$ cat src/tmbd_pkg.sv
`timescale 1ns / 1ps
`default_nettype none

package tmbd_pkg;

    // Fixed field widths of the item interface.
    localparam int POS_W   = 20;
    localparam int HALF_W  = 10;
    localparam int COORD_W = 6;
    localparam int CFG_W   = 7;
    localparam int CFG_IDX_W = 2;

    // Positions carry four fractional bits (1/16 pixel).
    localparam int FRAC_BITS = 4;

    // Default geometry.
    localparam int TILE_SHIFT_DEF    = 4;
    localparam int MAP_SIDE_LOG2_DEF = 6;

    // Reset value of both map size registers.
    localparam logic [CFG_W-1:0] CFG_SIZE_RESET = 7'd64;

    // Register indexes of the configuration port.
    localparam logic [CFG_IDX_W-1:0] CFG_MAP_COLUMNS = 2'd0;
    localparam logic [CFG_IDX_W-1:0] CFG_MAP_ROWS    = 2'd1;

    // Item commands.
    localparam logic CMD_WRITE   = 1'b0;
    localparam logic CMD_RESOLVE = 1'b1;

    // Request item.
    typedef struct packed {
        logic                     cmd;
        logic [COORD_W-1:0]       tile_column;
        logic [COORD_W-1:0]       tile_row;
        logic                     tile_is_wall;
        logic signed [POS_W-1:0]  pos_x;
        logic signed [POS_W-1:0]  pos_y;
        logic [HALF_W-1:0]        half_w;
        logic [HALF_W-1:0]        half_h;
        logic                     solid;
    } in_item_t;

    // Result item.
    typedef struct packed {
        logic signed [POS_W-1:0] new_x;
        logic signed [POS_W-1:0] new_y;
    } out_item_t;

    // Shared adder control.
    typedef enum logic {
        UNIT_ADD,
        UNIT_SUB
    } unit_op_t;

    typedef struct packed {
        unit_op_t op;
        logic     sat;
    } unit_ctl_t;

endpackage

`default_nettype wire

$ cat src/tmbd_map.sv
`timescale 1ns / 1ps
`default_nettype none

module tmbd_map
    import tmbd_pkg::*;
#(
    parameter int MAP_SIDE_LOG2 = MAP_SIDE_LOG2_DEF
)
(
    input  logic                          clk,
    input  logic                          rst_n,
    input  logic                          rd_en,
    input  logic [MAP_SIDE_LOG2-1:0]      rd_addr,
    output logic [(1<<MAP_SIDE_LOG2)-1:0] rd_data,
    input  logic                          wr_en,
    input  logic [MAP_SIDE_LOG2-1:0]      wr_addr,
    input  logic [(1<<MAP_SIDE_LOG2)-1:0] wr_data,
    output logic                          busy
);

    localparam int MAP_SIDE = 1 << MAP_SIDE_LOG2;

    // One row of wall bits per word.
    logic [MAP_SIDE-1:0]      mem [MAP_SIDE];
    logic [MAP_SIDE-1:0]      rd_data_reg;
    logic [MAP_SIDE_LOG2-1:0] clr_cnt_reg;
    logic                     clr_busy_reg;

    // Clearing pass after reset: one row per cycle.
    always_ff @(posedge clk or negedge rst_n)
    begin
        if (!rst_n)
        begin
            clr_cnt_reg  <= '0;
            clr_busy_reg <= 1'b1;
        end
        else if (clr_busy_reg)
        begin
            clr_cnt_reg <= clr_cnt_reg + 1'b1;
            if (clr_cnt_reg == {MAP_SIDE_LOG2{1'b1}})
            begin
                clr_busy_reg <= 1'b0;
            end
        end
    end

    // Row memory with a registered read port.
    always_ff @(posedge clk)
    begin
        if (clr_busy_reg)
        begin
            mem[clr_cnt_reg] <= '0;
        end
        else if (wr_en)
        begin
            mem[wr_addr] <= wr_data;
        end
        if (rd_en)
        begin
            rd_data_reg <= mem[rd_addr];
        end
    end

    assign rd_data = rd_data_reg;
    assign busy    = clr_busy_reg;

    // No access may collide with the clearing pass.
    a_no_access_while_clearing: assert property (
        @(posedge clk) disable iff (!rst_n)
        clr_busy_reg |-> (!wr_en && !rd_en)
    ) else $error("map accessed during clearing pass");

    // The pass ends right after the last row.
    a_clear_ends: assert property (
        @(posedge clk) disable iff (!rst_n)
        (clr_busy_reg && clr_cnt_reg == {MAP_SIDE_LOG2{1'b1}}) |=> !clr_busy_reg
    ) else $error("clearing pass did not end");

    // Once done, the pass never restarts without reset.
    a_clear_once: assert property (
        @(posedge clk) disable iff (!rst_n)
        !clr_busy_reg |=> !clr_busy_reg
    ) else $error("clearing pass restarted");

endmodule

`default_nettype wire

$ cat config.mk
export PLATFORM = sky130hd
export DESIGN_NAME = tmbd_map
export DESIGN_NICKNAME = d
export VERILOG_FILES = /design/src/tmbd_pkg.sv /design/src/tmbd_map.sv
export SDC_FILE = /design/constraint.sdc
export NUM_CORES = 2
export LEC_CHECK = 0
export BUFFER_PORTS_ARGS = -buffer_cell sky130_fd_sc_hd__buf_2
export CAP_MARGIN = 25
export CORE_AREA = 4 4 771 773
export CTS_CLUSTER_DIAMETER = 120
export DETAILED_ROUTE_END_ITERATION = 6
export DIE_AREA = 0 0 775 777
export PLACE_DENSITY = 0.51
export SLEW_MARGIN = 30
export SYNTH_ARGS = -nofsm -noshare
export SYNTH_HDL_FRONTEND = slang
export SYNTH_SLANG_ARGS = --single-unit
$ cat constraint.sdc
create_clock -name clk -period 5.8 [get_ports clk]
set_input_delay 1.16 -clock clk [delete_from_list [all_inputs] [get_ports clk]]
set_output_delay 1.16 -clock clk [all_outputs]
set_load 0.01 [all_outputs]
## After elaboration in Yosys (flattened, before gate mapping)

Memories as Yosys holds them, arrays and structs flattened. A register that Yosys moved wholly into a read port is not among the register bits.
Cells that the tools add are included.

| word-level totals | value |
|---|---|
| memories kept | 1 |
| output and inout port bits | 65 |
| memory bits (writable) | 4,096 |
| bits in registers | 7 |
| input bits | 80 |
| word-level logic and storage cells | 16 |

Memories:

| name | depth | bits a word | read ports | clocked after memory_dff | wr ports | RTL line | RTL |
|---|---|---|---|---|---|---|---|
| mem | 64 | 64 | 1 | 1 | 1 | tmbd_map.sv:24 | `logic [MAP_SIDE-1:0] mem [MAP_SIDE];` |

| operators by class | value |
|---|---|
| add/subtract/negate cells | 1 |
| reduce and logical (&&, ||, !) cells | 1 |
| muxes and demuxes | 10 |
| equal/unequal tests | 1 |

Operators with widths:

| cell | count |
|---|---|
| two-way mux 64 bit | 1 |
| OR reduction 64 bit | 1 |
| two-way mux 1 bit | 8 |
| adder 6 x 1 -> 6 bit (second input constant) | 1 |
| equality test 6 bit (second input constant) | 1 |
| two-way mux 6 bit | 1 |

## Logic depth before layout (Yosys ltp)

| logic depth | value |
|---|---|
| depth after elaboration | 5 |
| depth in mapped cells | 9 |
| depth with buffers taken out | 5 |

## Worst setup path before layout

Ideal clock, no wire load.

| timing | value |
|---|---|
| kind | in2reg |
| start point | input wr_en |
| end point | memory mem[43][0] in the netlist's numbering, enable pin |
| setup slack | 0.427 ns |
| buffers on the path | 2 |
| library setup time | 0.487 ns |
| stages | 7 |
| arrival time | 4.886 ns |
| data required time | 5.313 ns |
| path through | nor2b_1 clkbuf_1 clkbuf_1 nand3b_1 a21oi_1 nand2_1 nor2_1 |

| between the ends | value |
|---|---|
| longest elaborated chain between the ends | 5 |
| elaborated cells on any way between the ends | 6 |
| classes of those cells | mux: 5; reduce/logical: 1 |

Ends and longest elaborated chain:

| item | RTL line | RTL |
|---|---|---|
| start: declaration | tmbd_map.sv:15 | `input logic wr_en,` |
| two-way mux 1 bit (*) | tmbd_map.sv:54 | `else if (wr_en)` |
| two-way mux 1 bit (*) | tmbd_map.sv:50 | `if (clr_busy_reg)` |
| two-way mux 1 bit (implied by the code) (*) | tmbd_map.sv:56 | `mem[wr_addr] <= wr_data;` |
| OR reduction 64 bit (no source line) | - |  |
| two-way mux 6 bit (no source line) / two-way mux 1 bit (equally long branches) | - |  |
| end: declaration | tmbd_map.sv:24 |  |

Every way passes the cells marked *; elsewhere a longest branch is shown, timed or not.

## Final worst setup path

| timing | value |
|---|---|
| start point | register clr_busy_reg (netlist: busy) |
| end point | memory mem[20][61] in the netlist's numbering, enable pin |

| between the ends | value |
|---|---|
| longest elaborated chain between the ends | 4 |
| elaborated cells on any way between the ends | 7 |
| classes of those cells | mux: 6; reduce/logical: 1 |

Ends and longest elaborated chain:

| item | RTL line | RTL |
|---|---|---|
| start: declaration | tmbd_map.sv:27 | `logic clr_busy_reg;` |
| start signal: assignment | tmbd_map.sv:35 | `clr_busy_reg <= 1'b1;` |
| start signal: assignment | tmbd_map.sv:42 | `clr_busy_reg <= 1'b0;` |
| two-way mux 1 bit | tmbd_map.sv:50 |  |
| two-way mux 1 bit (implied by the code) | tmbd_map.sv:56 |  |
| OR reduction 64 bit (no source line) | - |  |
| two-way mux 6 bit (no source line) / two-way mux 1 bit (equally long branches) | - |  |

Several ways; a longest one is shown, not always the timed one.

==> summary.txt <==
Worst setup path
  • Max Fanout on Critical Path: 33
  • Kind of critical path: reg2reg
  • Critical path cell sequence: nand2b_1, nand3b_1, o21ai_0, nand2_1, nor2_4, buf_12
  • Req. time, crit path: 6.37 ns
  • Critical Path Max Stage Delay: 0.82 ns
  • Worst EP arrival: 4.74 ns
  • Critical Path Start: busy$_DFF_PN1_
  • Setup crit end kind: flop
  • CP Capture Point: mem[20][61]$_DFFE_PP_
  • Slowest cell on the critical path: dfstp_2
  • Reg2reg setup slack: 1.63 ns
  • Critical Path Source Type: flop
  • R2R depth: 6
  • FF-to-FF End: mem[20][61]$_DFFE_PP_
  • Crit path buf inv count: 1
  • Number of cells on the critical path: 6
  • Delay-heaviest family, CP: simple AND/OR/NAND/NOR gates
  • FF-to-FF Start: busy$_DFF_PN1_

Place
  • Final HPWL DP: 281,000 um
  • Place WS: 0.921 ns
  • Final GP Congestion: 0.790
  • Number of buffers added on ports: 144
  • Placed cell area: 0.171 mm^2
  • Placed insts: 14.9k

Clock network
  • Clock slew at reported path FFs: 0.06 ns
  • Clk_lat worst skew: 1.01 ns
  • TritonCTS clock tree: done
  • Total CTS buffers: 417
  • CTS root buf: clkbuf_16
  • CTS Sinks: 4,167
  • Longest Clk Path Bufs: 4
  • H-tree level count: 5

Synthesis
  • Simple-Gate Fraction of Synth Area: 2.38%
  • Seq cells post-synth: 4,167
  • Post-Synth XOR/XNOR Area: 0.0277%
  • Synthesis Warnings: 0
  • Syn Nets: 6,991
  • Async SR Flop Fraction: 0.168%
  • Mapped Cells: 6,910
  • Largest area contributor in the netlist: edfxtp_1
  • Largest family of logic cells by synthesized area: multiplexers
  • Top-count cell post-synth: edfxtp_1
  • Complex-gate fraction of the synthesized area: 1.75%
  • Mux share of post-synthesis cell area: 15.5%
  • Post-synthesis sequential area ratio: 79.1%
  • Prevailing post-synth register cell: edfxtp_1
  • Post-synth top cells: edfxtp_1 (4,160), mux4_2 (1,024), nand2_1 (205)
  • Number of flops mapped to enable cells by yosys: 4,160
  • Unique masters post-synth: 45
  • Syn Std Cell Area: 0.158 mm^2
  • Synth area leaders: edfxtp_1 (79%), mux4_2 (15%), mux2i_1 (0.90%)
  • Post-synthesis adder-cell area fraction: 0.00791%
  • Mapped Avg Cell Area: 22.9 um^2
  • Post-synth top area share: 79.0%

Timing
  • Crit path time final: 4.17 ns
  • Fin. Hold Viols: 0
  • RSZ-0062 raised after global routing: false
  • Total negative slack: 0 ns
  • Slew headroom: 32.8%
  • Final setup viols: 0
  • Slew @ Worst Pin: 1.01 ns
  • Fmax: 240 MHz
  • Setup WS post-layout: 1.63 ns
  • Max-slew violation count: 0
  • Clock Skews: 0.0760 ns
  • Period utilisation layout: 71.8%

Global routing
  • Overflow after GRT: 0
  • Most Crowded Layer GR: met2
  • Met3 track demand over resource: 2.49%
  • Tot GR Track Use: 15.7%
  • Global-route wire length before repair: 667,000 um
  • GR Util met1: 21.2%
  • Vias in the first global route: 79.3k
  • Initial antenna violation count: 38
  • Largest net degree at the start of global routing: 73
  • M2 GR Usage: 26.4%

Finish
  • Max reg flops: 4,096
  • Final instance area: 0.185 mm^2
  • Layout Cells excl Fill: 15.6k
  • Layout Nets: 7,544
  • Syn-to-layout area delta: 17.0%
  • Fill cells: 55.6k
  • Final core utilization: 31.5%
  • Layout cells sized above 1: 29.3%

Hold path
  • Worst Hold Class: reg2reg

Power and ir drop
  • Logic gate share of total power: 4.9%
  • P_leak: 0.0588 uW
  • Maximum vdd drop: 0.281 mV
  • Power per cell area: 344 mW/mm^2
  • Internal Power: 49,900 uW
  • Clock group share of total power: 42.6%
  • NetSw: 13,700 uW
  • Sw Share: 21.5%
  • Seq pwr share: 52.5%

Floorplan
  • Initial Utilization: 26.9%
  • Core area: 0.588 mm^2
  • Die width: 775 um
  • I/O pins: 145
  • Die H: 777 um
  • Rows: 282
  • Die footprint: 0.602 mm^2

Route
  • Initial DRC Count: 9,552
  • First-pass DRT Iterations: 6
  • Final ANT Viol Nets: 0
  • WL/cell: 31.0 um
  • Via count: 77.6k
  • Drt total wl: 485,000 um
  • Residual DRC: 0
  • Vias per cell: 4.97

Run status
  • Outcome: finished clean

Run
  • Max-Cap Viols: 0
[final cells by class]
cell class	count	area, um^2	area share, %
Multi-Input combinational cell	2328	31800	17.2
Sequential cell	4167	125000	67.6
Inverter	23	86.3	0.0466
Antenna cell	17	42.5	0.0230
Tap cell	7810	9770	5.28
Timing Repair Buffer	526	4670	2.53
Clock inverter	256	2750	1.48
Clock buffer	506	10900	5.88
[per-layer routing]
metal / routed length [um] / up-vias / share of wire, %
met5: 44 / - / 0.0091
met4: 14400 / 8 / 3.0
met3: 34800 / 678 / 7.2
met2: 238000 / 3229 / 49
met1: 198000 / 43117 / 41
li1: - / 30599 / -
[power groups by stage]
stage | sequential [uW] | combinational (uW) | clock [uW]
3_3_place_gp | 34100 | 3120 | 0
3_5_place_dp | 34100 | 3170 | 0
2_1_floorplan | 34000 | 1720 | 0
6_report | 33400 | 3130 | 27100
4_1_cts | 33400 | 3180 | 27600
5_1_grt | 33400 | 3310 | 28900
[worst register-to-register path: cells and delay by family, from the launching register on]
family | cells | cell delay, ns
AND/OR/NAND/NOR | 4 | 2.16
AO/OA/AOI/OAI | 1 | 0.20
buffers and inverters | 1 | 0.40
flip-flops | 1 | 0.82
[what timing repair did]
item | 4_1_cts | 5_1_grt
resized for setup | 0 | 0
hold buffers | 1 | 0
endpoints found under the hold margin | 6 | 0
setup buffers | 0 | 0
[cell usage in the layout, fill, tap and decap left out, types with 52 or more instances in the layout]
master | synthesis | final
a22oi_1 | 128 | 128
clkbuf_16 | 0 | 422
o22ai_1 | 82 | 82
nor2_1 | 119 | 52
clkinv_1 | 0 | 95
nand4_1 | 83 | 83
edfxtp_1 | 4160 | 4160
mux4_2 | 1024 | 1024
buf_4 | 38 | 299
buf_2 | 126 | 139
clkinv_2 | 0 | 71
buf_12 | 0 | 80
clkbuf_1 | 175 | 84
nand3_1 | 178 | 178
nand2_1 | 205 | 201
nor2_4 | 0 | 67
mux2i_1 | 142 | 142
[how the worst min path moves through the flow]
stage	slack (ns)	to	depth (start not counted)	startpoint
CTS	0.57	clr_cnt_reg[4]$_DFFE_PN0P_	1	clr_cnt_reg[4]$_DFFE_PN0P_
detailed placement	0.56	clr_cnt_reg[4]$_DFFE_PN0P_	1	clr_cnt_reg[4]$_DFFE_PN0P_
floorplan	0.48	clr_cnt_reg[5]$_DFFE_PN0P_	1	clr_cnt_reg[5]$_DFFE_PN0P_
global placement	0.54	clr_cnt_reg[5]$_DFFE_PN0P_	1	clr_cnt_reg[5]$_DFFE_PN0P_
finish	0.58	clr_cnt_reg[3]$_DFFE_PN0P_	1	clr_cnt_reg[3]$_DFFE_PN0P_
global route	0.61	clr_cnt_reg[4]$_DFFE_PN0P_	1	clr_cnt_reg[4]$_DFFE_PN0P_
[through the flow]
step	hold WS, ns	power (uW)
4_1_cts	0.569	64200
3_5_place_dp	0.556	37200
6_report	0.576	63600
2_1_floorplan	0.483	35700
5_1_grt	0.607	65600
3_3_place_gp	0.544	37200
[logic make-up after synthesis]
kind of cell | count (synthesis)
muxes | 1168
and+or+nand+nor | 765
xor gates and xnor gates | 5
buffers and inverters | 415
DFF | 4167
AOI/OAI and AO/OA | 389
adders and majority gates | 1
(Power assumes the default switching activity.)
