## config.mk

```make
export PLATFORM = sky130hd
export DESIGN_NAME = tmbd_unit
export DESIGN_NICKNAME = d
export VERILOG_FILES = /design/src/tmbd_pkg.sv /design/src/tmbd_unit.sv
export SDC_FILE = /design/constraint.sdc
export NUM_CORES = 1
export LEC_CHECK = 0
export BUFFER_PORTS_ARGS = -buffer_cell sky130_fd_sc_hd__buf_2
export CORE_MARGIN = 4
export CORE_UTILIZATION = 45
export DETAILED_ROUTE_END_ITERATION = 8
export PLACE_DENSITY_LB_ADDON = 0.12
export SLEW_MARGIN = 20
export SYNTH_ARGS = -nofsm -noshare
export SYNTH_HDL_FRONTEND = slang
export SYNTH_SLANG_ARGS = --single-unit
```

## constraint.sdc

```tcl
create_clock -name vclk -period 13.45
set_clock_uncertainty 0.2 [all_clocks]
set_input_delay 0.6725 -clock vclk [all_inputs]
set_output_delay 0.6725 -clock vclk [all_outputs]
set_load 0.005 [all_outputs]
```

## src/tmbd_pkg.sv

```systemverilog
`timescale 1ns / 1ps
`default_nettype none

package tmbd_pkg;

    // Fixed field widths of the item interface.
    localparam int POS_W   = 20;
    localparam int HALF_W  = 10;
    localparam int COORD_W = 6;
    localparam int CFG_W   = 7;
    localparam int CFG_IDX_W = 2;

    // Positions carry four fractional bits (1/16 pixel).
    localparam int FRAC_BITS = 4;

    // Default geometry.
    localparam int TILE_SHIFT_DEF    = 4;
    localparam int MAP_SIDE_LOG2_DEF = 6;

    // Reset value of both map size registers.
    localparam logic [CFG_W-1:0] CFG_SIZE_RESET = 7'd64;

    // Register indexes of the configuration port.
    localparam logic [CFG_IDX_W-1:0] CFG_MAP_COLUMNS = 2'd0;
    localparam logic [CFG_IDX_W-1:0] CFG_MAP_ROWS    = 2'd1;

    // Item commands.
    localparam logic CMD_WRITE   = 1'b0;
    localparam logic CMD_RESOLVE = 1'b1;

    // Request item.
    typedef struct packed {
        logic                     cmd;
        logic [COORD_W-1:0]       tile_column;
        logic [COORD_W-1:0]       tile_row;
        logic                     tile_is_wall;
        logic signed [POS_W-1:0]  pos_x;
        logic signed [POS_W-1:0]  pos_y;
        logic [HALF_W-1:0]        half_w;
        logic [HALF_W-1:0]        half_h;
        logic                     solid;
    } in_item_t;

    // Result item.
    typedef struct packed {
        logic signed [POS_W-1:0] new_x;
        logic signed [POS_W-1:0] new_y;
    } out_item_t;

    // Shared adder control.
    typedef enum logic {
        UNIT_ADD,
        UNIT_SUB
    } unit_op_t;

    typedef struct packed {
        unit_op_t op;
        logic     sat;
    } unit_ctl_t;

endpackage

`default_nettype wire

```

## src/tmbd_unit.sv

```systemverilog
`timescale 1ns / 1ps
`default_nettype none

module tmbd_unit
    import tmbd_pkg::*;
#(
    parameter int W = 26
)
(
    input  unit_ctl_t              ctl,
    input  logic signed [W-1:0]    a,
    input  logic signed [W-1:0]    b,
    output logic signed [W-1:0]    res
);

    // Limits of the signed position range, extended to the unit width.
    localparam logic signed [W-1:0] SAT_HI = {{(W-POS_W+1){1'b0}}, {(POS_W-1){1'b1}}};
    localparam logic signed [W-1:0] SAT_LO = {{(W-POS_W+1){1'b1}}, {(POS_W-1){1'b0}}};

    logic signed [W-1:0] sum;

    // One add or subtract.
    always_comb
    begin
        if (ctl.op == UNIT_SUB)
        begin
            sum = a - b;
        end
        else
        begin
            sum = a + b;
        end
    end

    // Optional clamp to the position range.
    always_comb
    begin
        res = sum;
        if (ctl.sat)
        begin
            if (sum > SAT_HI)
            begin
                res = SAT_HI;
            end
            else if (sum < SAT_LO)
            begin
                res = SAT_LO;
            end
        end
    end

endmodule

`default_nettype wire

```

Word level (Yosys, flattened, before mapping)
Index checks and enable logic that the tools add are counted.
{"block": "word_totals", "wordCells": 8, "in_bits": 54, "output_inout_bits": 26, "ff_bits": 0}
{"block": "op_classes", "mux": 4, "n_lt_le_gt_ge": 2, "n_addsub": 2}
{"cell": "$mux 26", "n": 4}
{"cell": "$add 26x26->26", "n": 1}
{"cell": "$gt 26x20->1 const B", "n": 1}
{"cell": "$lt 26x20->1 const B", "n": 1}
{"cell": "$sub 26x26->26", "n": 1}

Depth between registers and ports, before layout
Gate-level depths: netlist of run 1.
{"block": "depth", "word_depth": 6, "ltp_mapped": 21, "ltp_nobuf": 20}

Worst setup path after synthesis of run 1
Ideal clock, no wire load.
{"block": "synth_timing", "path_type": "input port to output port", "from": "input port b[5]", "to": "output port res[10]", "required_time_ps": 12577, "setup_slack_ps": 7112, "t_arrival_ps": 5465, "path_stages": 18, "path_buffers": 3, "cell_sequence": "or4_4 -> nor4b_1 -> a21o_1 -> o21ai_0 -> xnor2_1 -> ha_1 -> buf_2 -> nand4_1 -> or4_1 -> a21oi_1 -> nor3_1 -> nor4b_1 -> or4b_1 -> ha_1 -> and2_1 -> clkbuf_1 -> clkbuf_1 -> o22ai_2"}
{"block": "synth_via", "elab_chain_cells": 6, "elab_cells_between_ends": 8, "classes_between": "add/sub: 2; order compare: 2; mux: 4"}
{"item": "from (decl)", "line_no": "tmbd_unit.sv:12", "source": "input logic signed [W-1:0] b,"}
{"item": "$add 26x26->26 or $sub 26x26->26 (tied branches)", "line_no": "tmbd_unit.sv:31, tmbd_unit.sv:27"}
{"item": "$mux 26 (*)", "line_no": "tmbd_unit.sv:25", "source": "if (ctl.op == UNIT_SUB)"}
{"item": "$lt 26x20->1", "line_no": "tmbd_unit.sv:45", "source": "else if (sum < SAT_LO)"}
{"item": "$mux 26", "line_no": "tmbd_unit.sv:45"}
{"item": "$mux 26", "line_no": "tmbd_unit.sv:41", "source": "if (sum > SAT_HI)"}
{"item": "$mux 26 (*)", "line_no": "tmbd_unit.sv:39", "source": "if (ctl.sat)"}
{"item": "to (decl)", "line_no": "tmbd_unit.sv:13", "source": "output logic signed [W-1:0] res"}
Every way passes the cells marked *; elsewhere a longest branch is shown, timed or not.

Worst setup path in the final report of run 1
{"block": "layout_timing", "from": "input port b[5]", "to": "output port res[23]"}
Same word-level chain as after synthesis.

==> summary.txt, run 1 <==
Pwr
  • PwrDens: 79.0 nW/um^2
  • IR drop worst, VDD: 37.7 uV
  • Static leakage: around 1.3 nW

Placed design
  • Placed Cells: just under 500
  • Port Buf Inserts: 80
  • DP HPWL: slightly above 6 mm
  • GP Congestion: roughly 0.91

Finish
  • Synth-to-layout area growth: 15.7%
  • Clk_buf instances: 0
  • Most common cell after layout, fill and taps aside: buf_2
  • FFs & Latches: 0
  • Sequential cell area: 0 sq um
  • Nets: 499
  • Antenna Cells: 0
  • Most frequent cells in the layout: buf_2, a21oi_1, xnor2_1
  • Finished Layout Cells: slightly below 500
  • Layout cell share with drive strength beyond 1: 0.280

Die
  • Row cnt: 26
  • Chip Height: slightly above 80 um
  • Ports: 80
  • Die span in x: 82.6 um
  • Starting density of the core: 0.479
  • Die ar.: ~7000 sq um
  • Core area: 5240 sq um

Setup path
  • Crit. End Element: output pin
  • Worst-path fanout max: 20
  • Crit-path cells: buf_2 -> or4_4 -> nor4b_1 -> and3_1 -> a31oi_1 -> xnor2_1 -> ha_1 -> nand2_1 -> o21ai_0 -> or2_2 -> nor3_1 -> a2111oi_0 -> o311ai_0 -> or4b_1 -> ha_1 -> and2_1 -> o32a_1 -> buf_2
  • Critical-path top delay cell: and2_1
  • Slowest stage delay, CP: around 0.73 ns
  • Worst endpoint required time: 12.58 ns
  • Critical Path AT: 6.26 ns
  • Startpoint Class: input port
  • Setup CP Type: in -> out

Worst hold path
  • HP Class: in -> out

Routing
  • Via density: 5.85
  • Vias after detailed routing: ~2,800
  • # DRC: 0
  • TritonRoute pass-1 iters: 4
  • Post-DR wirelength/cell: 15.0 um
  • Drt total wl: between 7 and 8 mm
  • Remaining antenna violation count: 0
  • Initial drt markers: 186

STA
  • Slew Viols, Final: 0
  • Final min period: between 7 and 8 ns
  • Final hold vios: 0
  • Worst rel slew slack: 0.377
  • RSZ-0062 raised after global routing: false
  • FMAX: ~0.14 GHz
  • Sum Neg Setup Slack: 0 ns
  • Slew @ Worst Pin: 0.935 ns
  • Final setup viols: 0
  • Crit share post-route: 0.530

Yosys
  • Mean Syn Cell Area: roughly 7 sq um
  • Yosys warnings: 0
  • Synth Cell Area: approximately 2500 sq um
  • Synth unique cells: 69
  • Syn nets: 431
  • Synth Instances: ~350
  • Post-synthesis sequential area ratio: 0

GRT
  • Largest net degree at the start of global routing: 26
  • Routing usage on met1: 0.333
  • GR Util met3: 0.00542
  • Initial antenna violation count: 0
  • Gr usage total: 0.206
  • Number of global-route vias before repair: ~2,500
  • Busiest grt layer: met1
  • First-pass GRT wire length: 11.6 mm
  • GR Util met2: 0.317
  • GRT overflow: 0

Clock network
  • # hold bufs at CTS: 0
  • Postcts setup bufs: 0
  • # resized after CTS: 0

Run status
  • Status: complete, no violations

Flow run
  • Maxcap violations: 0
-- through the flow --
stage,hold slack (ns),power [mW],worst slack (ns),utilization,area [sq um]
after floorplan,1.31,0.161,7.11,-,2510
after global placement,1.59,0.225,6.44,0.554,2900
after detailed placement,1.61,0.227,6.32,0.554,2900
after CTS,1.61,0.227,6.31,0.554,2900
after global routing,1.63,0.254,5.84,0.554,2900
final,1.60,0.229,6.32,0.554,2900
-- critical path: cells and delay by family --
family	cells	cell delay [ns]
compound gates	5	1.38
buf+inv	2	0.23
simple gates	8	3.13
xor+xnor	1	0.16
fa+ha+maj	2	0.71
-- cells by family (layout without fill, tap and decap cells) --
kind of cell    Yosys count  in the layout  synth area share
compound gates          132            132             0.390
mux                       3              3            0.0145
buf+inv                  25             91            0.0539
xor+xnor                 40             40             0.143
fa+ha+maj                28             28             0.143
simple gates            121            121             0.256
-- routing by layer --
layer	vias to the layer above	part of all wire
li1	1464	-
met1	1275	0.51
met2	99	0.42
met3	0	0.064
met4	0	0
met5	-	0
-- final cells by class --
class              count  area (sq um)
multi-input cells    324          2370
well taps             70          87.6
inverters             11          41.3
repair buffers        80           400
fillers              528          2340
-- cells in the mapped netlist (3+ instances only) --
master	instances	area (sq um)
inv_1	11	41.3
ha_1	27	338
nand2b_1	3	18.8
or3_1	3	18.8
xnor2_1	33	289
buf_2	3	15.0
and3_1	7	43.8
and2_1	7	43.8
a211oi_1	3	22.5
o22ai_2	15	188
o211ai_1	4	30.0
o21ai_0	17	85.1
a21o_1	8	60.1
clkbuf_1	5	18.8
nand4_1	5	31.3
nor3_1	16	80.1
nand3_1	5	25.0
nor2_1	31	116
a31oi_1	3	18.8
a21oi_1	45	225
xor2_1	6	52.6
buf_6	4	45.0
nand2_1	27	101
a21oi_2	3	26.3
o21ai_1	3	15.0
-- power by group --
part | switching (mW) | leakage, nW | internal [mW] | total, mW
registers | 0 | 0 | 0 | 0
clock network | 0 | 0 | 0 | 0
logic | 0.127 | 1.27 | 0.102 | 0.229
-- final timing paths --
| check | depth (start not counted) | slack, ns | startpoint | end |
|---|---|---|---|---|
| worst min-delay path | 5 | 1.60 | a[0] | res[0] |
| worst max-delay path | 18 | 6.32 | b[5] | res[23] |
No activity file was read; power rests on OpenSTA's default activity.
==> inputs of run 2 (changes only) <==
- ABC_AREA: default -> 1
- clock period: 13.45 -> 7 ns (I/O delays scaled with it)
==> summary.txt, run 2 <==
Run status
  • Status: complete, no violations

Yosys
  • Largest area contributor in the netlist: nand2_1
  • Synth Cell Area: a little under 3000 sq um
  • Synth top area cells: nand2_1, inv_1, ha_1, nor2_1, a21oi_1
  • Yosys warnings: 0
  • Mean Syn Cell Area: between 5 and 6 sq um
  • Top-count cell post-synth: nand2_1
  • Synth top area share: 0.247
  • Synth Instances: 575
  • Synth unique cells: 35
  • Post-synthesis sequential area ratio: 0
  • Synth cell count leaders: nand2_1, inv_1, nor2_1, a21oi_1, nand3_1
  • Syn nets: between 600 and 700

Die
  • Die ar.: 7910 sq um
  • Core area: around 6300 sq um
  • Ports: 80
  • Chip Height: ~89 um
  • Row cnt: 29
  • Starting density of the core: 0.464
  • Die span in x: around 89 um

Finish
  • Most common cell after layout, fill and taps aside: nand2_1
  • Clk_buf instances: 0
  • Fill cells: 685
  • FFs & Latches: 0
  • Design Area, Final: roughly 3400 sq um
  • Most frequent cells in the layout: nand2_1, inv_1, buf_2
  • Area occupied by multi-input gates: roughly 2500 sq um
  • Layout cell share with drive strength beyond 1: 0.215
  • Nets: about 740
  • Synth-to-layout area growth: 15.8%
  • Sequential cell area: 0 sq um
  • Antenna Cells: 0

Routing
  • Via density: ~4.9
  • Vias after detailed routing: 3,531
  • Remaining antenna violation count: 0
  • Initial drt markers: ~150
  • # DRC: 0
  • Post-DR wirelength/cell: between 10 and 15 um
  • TritonRoute pass-1 iters: 5
  • Drt total wl: about 8.5 mm

Placed design
  • GP Congestion: ~0.9
  • Port Buf Inserts: 80
  • Placed Area: approximately 3400 sq um
  • DP HPWL: roughly 7.7 mm

Pwr
  • Net Sw Frac: 0.618
  • Power share of the clock group: 0
  • Static leakage: around 2.1 nW
  • Logic pwr share: 1.000
  • Switching power: between 0.2 and 0.3 mW
  • Flop pwr share: 0
  • IR drop worst, VDD: roughly 90 uV
  • Internal power contribution: 0.162 mW
  • PwrDens: approximately 120 nW/um^2

GRT
  • Gr usage total: 0.223
  • Initial antenna violation count: 0
  • First-pass GRT wire length: 14.3 mm
  • Number of global-route vias before repair: between 3,000 and 4,000
  • Largest net degree at the start of global routing: 20
  • GRT overflow: 0

Flow run
  • Maxcap violations: 0

Setup path
  • Setup CP Type: in -> out
  • Startpoint Class: input port
  • Critical Path AT: between 4 and 5 ns
  • Worst-path fanout max: 16
  • Worst endpoint required time: about 6.5 ns
  • Crit. End Element: output pin

STA
  • Crit share post-route: 0.777
  • Hold Slack: 0.973 ns
  • Final setup viols: 0
  • Sum Neg Setup Slack: 0 ns
  • RSZ-0062 raised after global routing: false
  • Worst rel slew slack: 0.637
  • Final min period: ~5.4 ns
  • Slew Viols, Final: 0
  • Slew @ Worst Pin: approximately 0.54 ns
  • Final hold vios: 0
  • FMAX: approximately 0.18 GHz

Clock network
  • # hold bufs at CTS: 0
  • Postcts setup bufs: 0
  • # resized after CTS: 0

Worst hold path
  • HP Class: in -> out
==> run 2: cell type report <==
cell class,instances,share of cell area
Multi-Input combinational cell,457,0.729
Inverter,114,0.125
Timing Repair Buffer,80,0.117
Tap cell,77,0.0282
==> run 2: stage by stage <==
stage,power [mW],util,setup slack (ns),cells
finish,0.424,0.538,1.56,728
detailed placement,0.424,0.538,1.58,728
global route,0.485,0.538,0.853,728
CTS,0.425,0.538,1.56,728
global placement,0.420,0.538,1.70,728
floorplan,0.303,-,2.51,575
==> run 2: critical path: stages <==
cell and delay [ns]:
buf_2 0.11, inv_1 0.07, ha_1 0.17, nand3_1 0.15
nor3b_1 0.44, nand3_1 0.13, nor2_1 0.28, a21oi_1 0.13
xor2_1 0.16, ha_1 0.36, nand2_1 0.10, nand2_1 0.08
a21oi_1 0.17, nor2_1 0.06, nor2_1 0.13, nand2_1 0.06
a21oi_1 0.16, nand2_1 0.09, nand2_2 0.14, nand4_1 0.11
ha_1 0.28, nand2_1 0.29, inv_1 0.33, a21oi_1 0.22
o21ai_0 0.14, nand2_2 0.08, buf_2 0.10
==> run 2: per-layer routing <==
layer / GRT usage / wire [um] / vias to the layer above
li1: - / - / 1928
met1: 0.312 / 4130 / 1488
met2: 0.389 / 3810 / 105
met3: 0.0157 / 482 / 10
met4: 0.0217 / 82 / 0
met5: 0 / 0 / -
==> run 2: worst paths after layout <==
check | from | to | slack, ns | cells past startpoint
max | b[0] | res[14] | 1.56 | 27
min | b[0] | res[0] | 0.97 | 5
==> run 2: logic make-up after synthesis <==
family | share of synthesized area
and+or+nand+nor | 0.552
buffers and inverters | 0.156
AOI/OAI and AO/OA | 0.100
adders and majority gates | 0.121
xor gates and xnor gates | 0.0713
==> run 2: power by group through the flow <==
| stage | Combinational [mW] | Clock (mW) | Sequential (mW) |
|---|---|---|---|
| after detailed placement | 0.424 | 0 | 0 |
| final | 0.424 | 0 | 0 |
| after floorplan | 0.303 | 0 | 0 |
| after global placement | 0.420 | 0 | 0 |
| after CTS | 0.425 | 0 | 0 |
| after global routing | 0.485 | 0 | 0 |
